[src/sv/spq_pkg.sv]
// shared types and codes for the sorted priority queue
// no dependencies; imported by the cell, the top level and the checker
package spq_pkg;

    // operation codes on the func field
    localparam logic FUNC_ENQ = 1'b0;
    localparam logic FUNC_DEQ = 1'b1;

    // status codes on the result
    localparam logic [1:0] STATUS_OK        = 2'd0;
    localparam logic [1:0] STATUS_UNDERFLOW = 2'd1;
    localparam logic [1:0] STATUS_OVERFLOW  = 2'd2;

    // one stored pair
    typedef struct packed {
        logic signed [31:0] item;
        logic signed [31:0] prio;
    } t_entry;

    // per-cycle command broadcast to every cell
    typedef struct packed {
        logic enq;  // insert the new pair, ripple the lower part down
        logic deq;  // drop the head, every cell takes its right neighbour
    } t_cell_ctrl;

endpackage

[src/sv/spq_cell.sv]
// one cell of the sorted chain: holds a pair, compares it with the new pair
// depends on spq_pkg
module spq_cell (
    input  logic                i_clk,
    input  spq_pkg::t_cell_ctrl i_ctrl,
    input  spq_pkg::t_entry     i_new,
    input  spq_pkg::t_entry     i_left,
    input  spq_pkg::t_entry     i_right,
    input  logic                i_left_ge,
    input  logic                i_occupied,
    output logic                o_ge,
    output spq_pkg::t_entry     o_entry,
    output spq_pkg::t_entry     o_next
);
    import spq_pkg::*;

    t_entry r_entry;
    t_entry n_entry;

    // stored pair stays ahead of the new one when its priority is not lower
    assign o_ge = i_occupied && (r_entry.prio >= i_new.prio);

    always_comb begin
        n_entry = r_entry;
        if (i_ctrl.enq) begin
            if (o_ge) begin
                n_entry = r_entry;
            end else if (i_left_ge) begin
                n_entry = i_new;
            end else begin
                n_entry = i_left;
            end
        end else if (i_ctrl.deq) begin
            n_entry = i_right;
        end
    end

    always_ff @(posedge i_clk) begin
        r_entry <= n_entry;
    end

    assign o_entry = r_entry;
    assign o_next  = n_entry;

endmodule

[src/sv/sorted_priority_queue_unit.sv]
// top level of the sorted priority queue: control, fill count, result register
// depends on spq_pkg and spq_cell
//
// usage
//  - request channel: i_valid / o_stall with i_func, i_item_in, i_priority_in;
//    func enqueue inserts the pair behind every stored pair of greater or
//    equal priority, func dequeue removes the head pair
//  - result channel: o_valid / i_stall, exactly one result per request,
//    carrying the popped pair, a status code, the new head item and the
//    occupancy (count masked to five bits)
//  - one request per cycle while o_stall is low: every cell compares its
//    priority with the new one in parallel and shifts in the same cycle,
//    so the cells set the rate; the result is registered on acceptance
//  - a full queue drops an enqueue with overflow status, an empty queue
//    answers a dequeue with underflow status; neither changes the contents
//  - when the receiver stalls, the result register holds and o_stall is
//    raised, so no further request is taken until the result leaves
//  - reset clears the fill count and the result valid flag only; the
//    cell contents are never read before they are written
module sorted_priority_queue_unit #(
    parameter int CAPACITY = 16
) (
    input  logic               i_clk,
    input  logic               i_rst_n,
    input  logic               i_valid,
    output logic               o_stall,
    input  logic               i_func,
    input  logic signed [31:0] i_item_in,
    input  logic signed [31:0] i_priority_in,
    output logic               o_valid,
    input  logic               i_stall,
    output logic signed [31:0] o_popped_item,
    output logic signed [31:0] o_popped_priority,
    output logic [1:0]         o_status,
    output logic signed [31:0] o_head_item,
    output logic [4:0]         o_occupancy
);
    import spq_pkg::*;

    localparam int CW = $clog2(CAPACITY + 1);

    // fill count and result register
    logic [CW-1:0]      r_count;
    logic [CW-1:0]      n_count;
    logic               r_valid;
    logic signed [31:0] r_popped_item;
    logic signed [31:0] r_popped_priority;
    logic [1:0]         r_status;
    logic signed [31:0] r_head_item;
    logic [CW-1:0]      r_occ;

    // chain wiring
    t_entry     w_new;
    t_cell_ctrl w_ctrl;
    t_entry     w_entry [CAPACITY];
    t_entry     w_next  [CAPACITY];
    logic [CAPACITY-1:0] w_ge;
    logic [CAPACITY-1:0] w_occupied;

    logic          w_accept;
    logic          w_full;
    logic          w_empty;
    logic [CW+4:0] w_occ_ext;

    // a request is taken whenever the result register is free or draining
    assign o_stall  = r_valid && i_stall;
    assign w_accept = i_valid && !o_stall;

    assign w_full  = (r_count == CW'(CAPACITY));
    assign w_empty = (r_count == '0);

    assign w_new.item = i_item_in;
    assign w_new.prio = i_priority_in;

    assign w_ctrl.enq = w_accept && (i_func == FUNC_ENQ) && !w_full;
    assign w_ctrl.deq = w_accept && (i_func == FUNC_DEQ) && !w_empty;

    // cell chain, head at index zero
    for (genvar g = 0; g < CAPACITY; g++) begin : g_cell
        t_entry w_left;
        t_entry w_right;
        logic   w_left_ge;

        assign w_occupied[g] = (CW'(g) < r_count);

        if (g == 0) begin : g_first
            // the head cell takes the new pair whenever it is not ahead of it
            assign w_left    = w_new;
            assign w_left_ge = 1'b1;
        end else begin : g_inner
            assign w_left    = w_entry[g-1];
            assign w_left_ge = w_ge[g-1];
        end

        if (g == CAPACITY - 1) begin : g_last
            // contents past the count are never read
            assign w_right = w_new;
        end else begin : g_body
            assign w_right = w_entry[g+1];
        end

        spq_cell u_cell (
            .i_clk      (i_clk),
            .i_ctrl     (w_ctrl),
            .i_new      (w_new),
            .i_left     (w_left),
            .i_right    (w_right),
            .i_left_ge  (w_left_ge),
            .i_occupied (w_occupied[g]),
            .o_ge       (w_ge[g]),
            .o_entry    (w_entry[g]),
            .o_next     (w_next[g])
        );
    end

    always_comb begin
        n_count = r_count;
        if (w_ctrl.enq) begin
            n_count = r_count + CW'(1);
        end else if (w_ctrl.deq) begin
            n_count = r_count - CW'(1);
        end
    end

    // control state
    always_ff @(posedge i_clk) begin
        if (!i_rst_n) begin
            r_count <= '0;
            r_valid <= 1'b0;
        end else begin
            r_count <= n_count;
            if (w_accept) begin
                r_valid <= 1'b1;
            end else if (!i_stall) begin
                r_valid <= 1'b0;
            end
        end
    end

    // result payload, loaded on each accepted request
    always_ff @(posedge i_clk) begin
        if (w_accept) begin
            r_popped_item     <= w_ctrl.deq ? w_entry[0].item : 32'sd0;
            r_popped_priority <= w_ctrl.deq ? w_entry[0].prio : 32'sd0;
            if (i_func == FUNC_DEQ && w_empty) begin
                r_status <= STATUS_UNDERFLOW;
            end else if (i_func == FUNC_ENQ && w_full) begin
                r_status <= STATUS_OVERFLOW;
            end else begin
                r_status <= STATUS_OK;
            end
            r_head_item <= (n_count != '0) ? w_next[0].item : 32'sd0;
            r_occ       <= n_count;
        end
    end

    // occupancy shows the count masked to five bits
    assign w_occ_ext = {5'd0, r_occ};

    assign o_valid           = r_valid;
    assign o_popped_item     = r_popped_item;
    assign o_popped_priority = r_popped_priority;
    assign o_status          = r_status;
    assign o_head_item       = r_head_item;
    assign o_occupancy       = w_occ_ext[4:0];

endmodule

[config.mk]
export PLATFORM = sky130hd
export DESIGN_NAME = sorted_priority_queue_unit
export DESIGN_NICKNAME = d
export VERILOG_FILES = /design/src/sv/spq_pkg.sv /design/src/sv/spq_cell.sv /design/src/sv/sorted_priority_queue_unit.sv
export SDC_FILE = /design/constraint.sdc
export NUM_CORES = 2
export LEC_CHECK = 0
export BUFFER_PORTS_ARGS = -buffer_cell sky130_fd_sc_hd__buf_2
export CORE_MARGIN = 2
export CORE_UTILIZATION = 58
export CTS_CLUSTER_SIZE = 8
export DETAILED_ROUTE_END_ITERATION = 8
export PLACE_DENSITY = 0.75
export SYNTH_ARGS = -nofsm -noshare
export SYNTH_HDL_FRONTEND = slang
export SYNTH_SLANG_ARGS = --single-unit
[constraint.sdc]
create_clock -name i_clk -period 22.2 [get_ports i_clk]
set_input_delay 3.33 -clock i_clk [delete_from_list [all_inputs] [get_ports i_clk]]
set_output_delay 3.33 -clock i_clk [all_outputs]
set_load 0.03 [all_outputs]
==> results.sh <==
export IMPL_status="finished, final reports clean"
export IMPL_synth_nets=6690
export IMPL_finalCritPeriodShare=0.385
export IMPL_hold_violations=0
export IMPL_path_clk_slew_ns=0.05
export IMPL_synthCells=6106
export IMPL_cap_violations=0
export IMPL_post_cts_buffers=0
export IMPL_drt_iter0_markers=7205
export IMPL_die_y_um=341
export IMPL_p_per_area_nw_per_um2=88.4
export IMPL_grt_overflow=0
export IMPL_finalCriticalPeriod_ns=8.54
export IMPL_synth_mux_area_fraction=0.136
export IMPL_synth_cell_types=70
export IMPL_crit_end="g_cell[1].u_cell.o_entry[44]$_DFFE_PP_"
export IMPL_combPwrFrac=0.194
export IMPL_core_um2=113000
export IMPL_switchingPower_mw=2.00
export IMPL_antenna_left=0
export IMPL_synthTopCellsByArea="edfxtp_1 50%, mux2i_1 12%, ha_1 9.8%"
export IMPL_synthSimpleGateAreaFrac=0.105
export IMPL_rows=123
export IMPL_grt_pass1_wl_mm=321
export IMPL_port_buffers=173
export IMPL_cts_tree="done"
export IMPL_final_cell_mix="1,095 x edfxtp_1, 836 x nand2_1, 823 x mux2i_1, 660 x o21ai_0, 525 x a21oi_1"
export IMPL_nets=6698
export IMPL_via_count=51500
export IMPL_ys_warn_count=0
export IMPL_die_area_um2=117000
export IMPL_p_int_mw=4.43
export IMPL_design_area_um2=72700
export IMPL_cp_start_kind="primary input"
export IMPL_grt_pass1_vias=49100
export IMPL_synth_xor_xnor_area_share=0.000265
export IMPL_synth_top_area_share=0.498
export IMPL_rsz0062_at_grt="false"
export IMPL_placed_area_um2=68100
export IMPL_synthAdderAreaFrac=0.0976
export IMPL_antenna_found_initial=7
export IMPL_grtUsageTotal=0.369
export IMPL_worst_path_stages=14
export IMPL_final_setup_skew_ns=0.0341
export IMPL_start_util=0.586
export IMPL_gp_congestion=1.02
export IMPL_dpl_worst_slack_ns=13.04
export IMPL_cts_resized=0
export IMPL_finalSetupTns_ns=0
export IMPL_startpoint="i_priority_in[27]"
export IMPL_crit_family="simple AND/OR/NAND/NOR gates"
export IMPL_end_kind="flip-flop"
export IMPL_seq_area_frac_synth=0.510
export IMPL_cts_hold_buffers=0
export IMPL_sw_frac_of_total=0.311
export IMPL_synth_top_family_by_area="multiplexers"
export IMPL_fmax_mhz=117
export IMPL_r2r_cells=10
export IMPL_crit_fanout=29
export IMPL_clk_path_buf_depth=3
export IMPL_multi_input_area_um2=30700
export IMPL_die_w_um=341
export IMPL_htreeDepth=4
export IMPL_dp_hpwl_mm=141
export IMPL_synth_seq_cells=1133
export IMPL_setup_viol=0
export IMPL_drc=0
export IMPL_cellLeakagePower_nw=30.8
export IMPL_root_buffer="clkbuf_16"
export IMPL_maxSlewHeadroom=0.175
export IMPL_regToRegStartpoint="r_count[1]$_SDFF_PN0_"
export IMPL_area_delta_synth_final_pct=10.1
export IMPL_firstDrtPassIters=6
export IMPL_clock_power_share=0.357
export IMPL_worst_slew_pin_slew_ns=1.24
export IMPL_worst_endpoint_arrival_ns=9.01
export IMPL_r2r_end="g_cell[2].u_cell.o_entry[30]$_DFFE_PP_"
export IMPL_synth_cell_area_um2=66000
export IMPL_setup_ws_ns=13.66
export IMPL_cp_required_ns=22.68
export IMPL_cp_slowest_cell="nor4_1"
export IMPL_regToRegSetupSlack_ns=16.36
export IMPL_hold_path_class="reg2reg"
export IMPL_wl_per_cell_um=28.3
export IMPL_insertion_delay_ns=0.79
export IMPL_grt_max_degree=256
export IMPL_max_stage_delay_ns=0.90
export IMPL_fillers=8810
export IMPL_final_common_cell="edfxtp_1"
export IMPL_synth_edf_count=1095
export IMPL_drt_vias_per_instance=6.68
export IMPL_crit_buf_inv=5
export IMPL_p_seq_frac=0.449
export IMPL_drive_gt1_frac=0.0867
export IMPL_min_path_cells=2
export IMPL_io_pins=174
export IMPL_yosys_area_top_type="edfxtp_1"
export IMPL_cts_buffers=159
export IMPL_synth_compound_area_frac=0.121
export IMPL_synth_ff_type="edfxtp_1"
export IMPL_ir_drop_v=0.0000727
export IMPL_clock_sinks=1133
export IMPL_seq_area_um2=33600
export IMPL_critical_path_most_common_cell="buf_4"
export IMPL_drt_wl_total_mm=218
export IMPL_crit_chain="buf_2 -> inv_1 -> ha_1 -> nand4_1 -> nor4_1 -> nand2_1 -> o21ai_0 -> a2111oi_0 -> buf_4 -> nor2_4 -> buf_4 -> buf_4 -> mux2i_1 -> o21ai_0"
export IMPL_report_final_slew_viol_count=0
export IMPL_worstSetupPathType="in2reg"
export IMPL_avgSynthCellArea_um2=10.8
export IMPL_async_flop_share=0
[metal layers]
metal  GRT usage  part of all wire  vias up
met5           0           0.00011        -
met4       0.160             0.044        4
met3      0.0885              0.12      542
met2       0.549              0.43     3269
met1       0.515              0.40    24900
li1            -                 -    22800
[power by group through the flow]
stage	clock network, mW	logic [mW]	registers (mW)
global route	2.39	1.35	2.91
CTS	2.30	1.22	2.88
finish	2.29	1.25	2.89
global placement	0	1.17	2.91
floorplan	0	0.760	2.90
detailed placement	0	1.21	2.92
[synth_stat cells (all sizes together) (38+ instances only)]
master / count
clkbuf: 304
dfxtp: 38
o21ai: 731
buf: 107
edfxtp: 1095
ha: 515
a21o: 46
nand2: 848
inv: 70
a21oi: 527
and2: 71
nand3: 70
nor3: 53
mux2i: 823
o22ai: 39
nand4: 113
nor2: 359
mux2: 63
[cell families after synthesis]
group | Yosys count
adders and majority gates | 515
AOI/OAI and AO/OA | 1479
and+or+nand+nor | 1610
muxes | 886
DFF | 1133
xor gates and xnor gates | 2
buffers and inverters | 481
[per-stage QoR]
stage          cells   util  total power [mW]  hold slack (ns)
3_3_place_gp    7453  0.604              4.09            0.499
2_1_floorplan   6106      -              3.66            0.481
5_1_grt         7703  0.645              6.64            0.552
3_5_place_dp    7453  0.604              4.13            0.508
4_1_cts         7703  0.645              6.40            0.525
6_report        7707  0.645              6.42            0.523
[worst min-delay path by stage]
stage | from | endpoint | slack (ns)
6_report | g_cell[0].u_cell.o_entry[61]$_DFF_P_ | g_cell[0].u_cell.o_entry[61]$_DFF_P_ | 0.52
2_1_floorplan | g_cell[0].u_cell.o_entry[32]$_DFF_P_ | g_cell[0].u_cell.o_entry[32]$_DFF_P_ | 0.48
3_5_place_dp | g_cell[0].u_cell.o_entry[38]$_DFF_P_ | g_cell[0].u_cell.o_entry[38]$_DFF_P_ | 0.51
5_1_grt | g_cell[15].u_cell.o_entry[47]$_DFFE_PP_ | g_cell[14].u_cell.o_entry[47]$_DFFE_PP_ | 0.55
4_1_cts | g_cell[0].u_cell.o_entry[38]$_DFF_P_ | g_cell[0].u_cell.o_entry[38]$_DFF_P_ | 0.53
3_3_place_gp | g_cell[15].u_cell.o_entry[63]$_DFFE_PP_ | g_cell[14].u_cell.o_entry[63]$_DFFE_PP_ | 0.50
[worst reg2reg max path, delay by kind of cell, from the launching register on]
family	cells	cell delay (ns)
buf+inv	5	3.36
simple gates	3	1.06
flops	1	0.47
fa+ha+maj	1	0.33
compound gates	1	0.31
[registers in the layout, indices dropped and copies added (netlist names)]
signal / cells
o_occupancy: 5
g_cell.u_cell.o_entry: 1024
o_valid: 1
o_popped_priority: 32
r_count: 5
o_head_item: 32
o_popped_item: 32
o_status: 2
[layout make-up]
cell class,count,area share
Tap cell,1500,0.0258
Antenna cell,4,0.000138
Clock inverter,16,0.00467
Timing Repair Buffer,258,0.0217
Multi-Input combinational cell,4492,0.422
Inverter,70,0.00365
Sequential cell,1133,0.463
Clock buffer,234,0.0586
(Power assumes the default switching activity.)
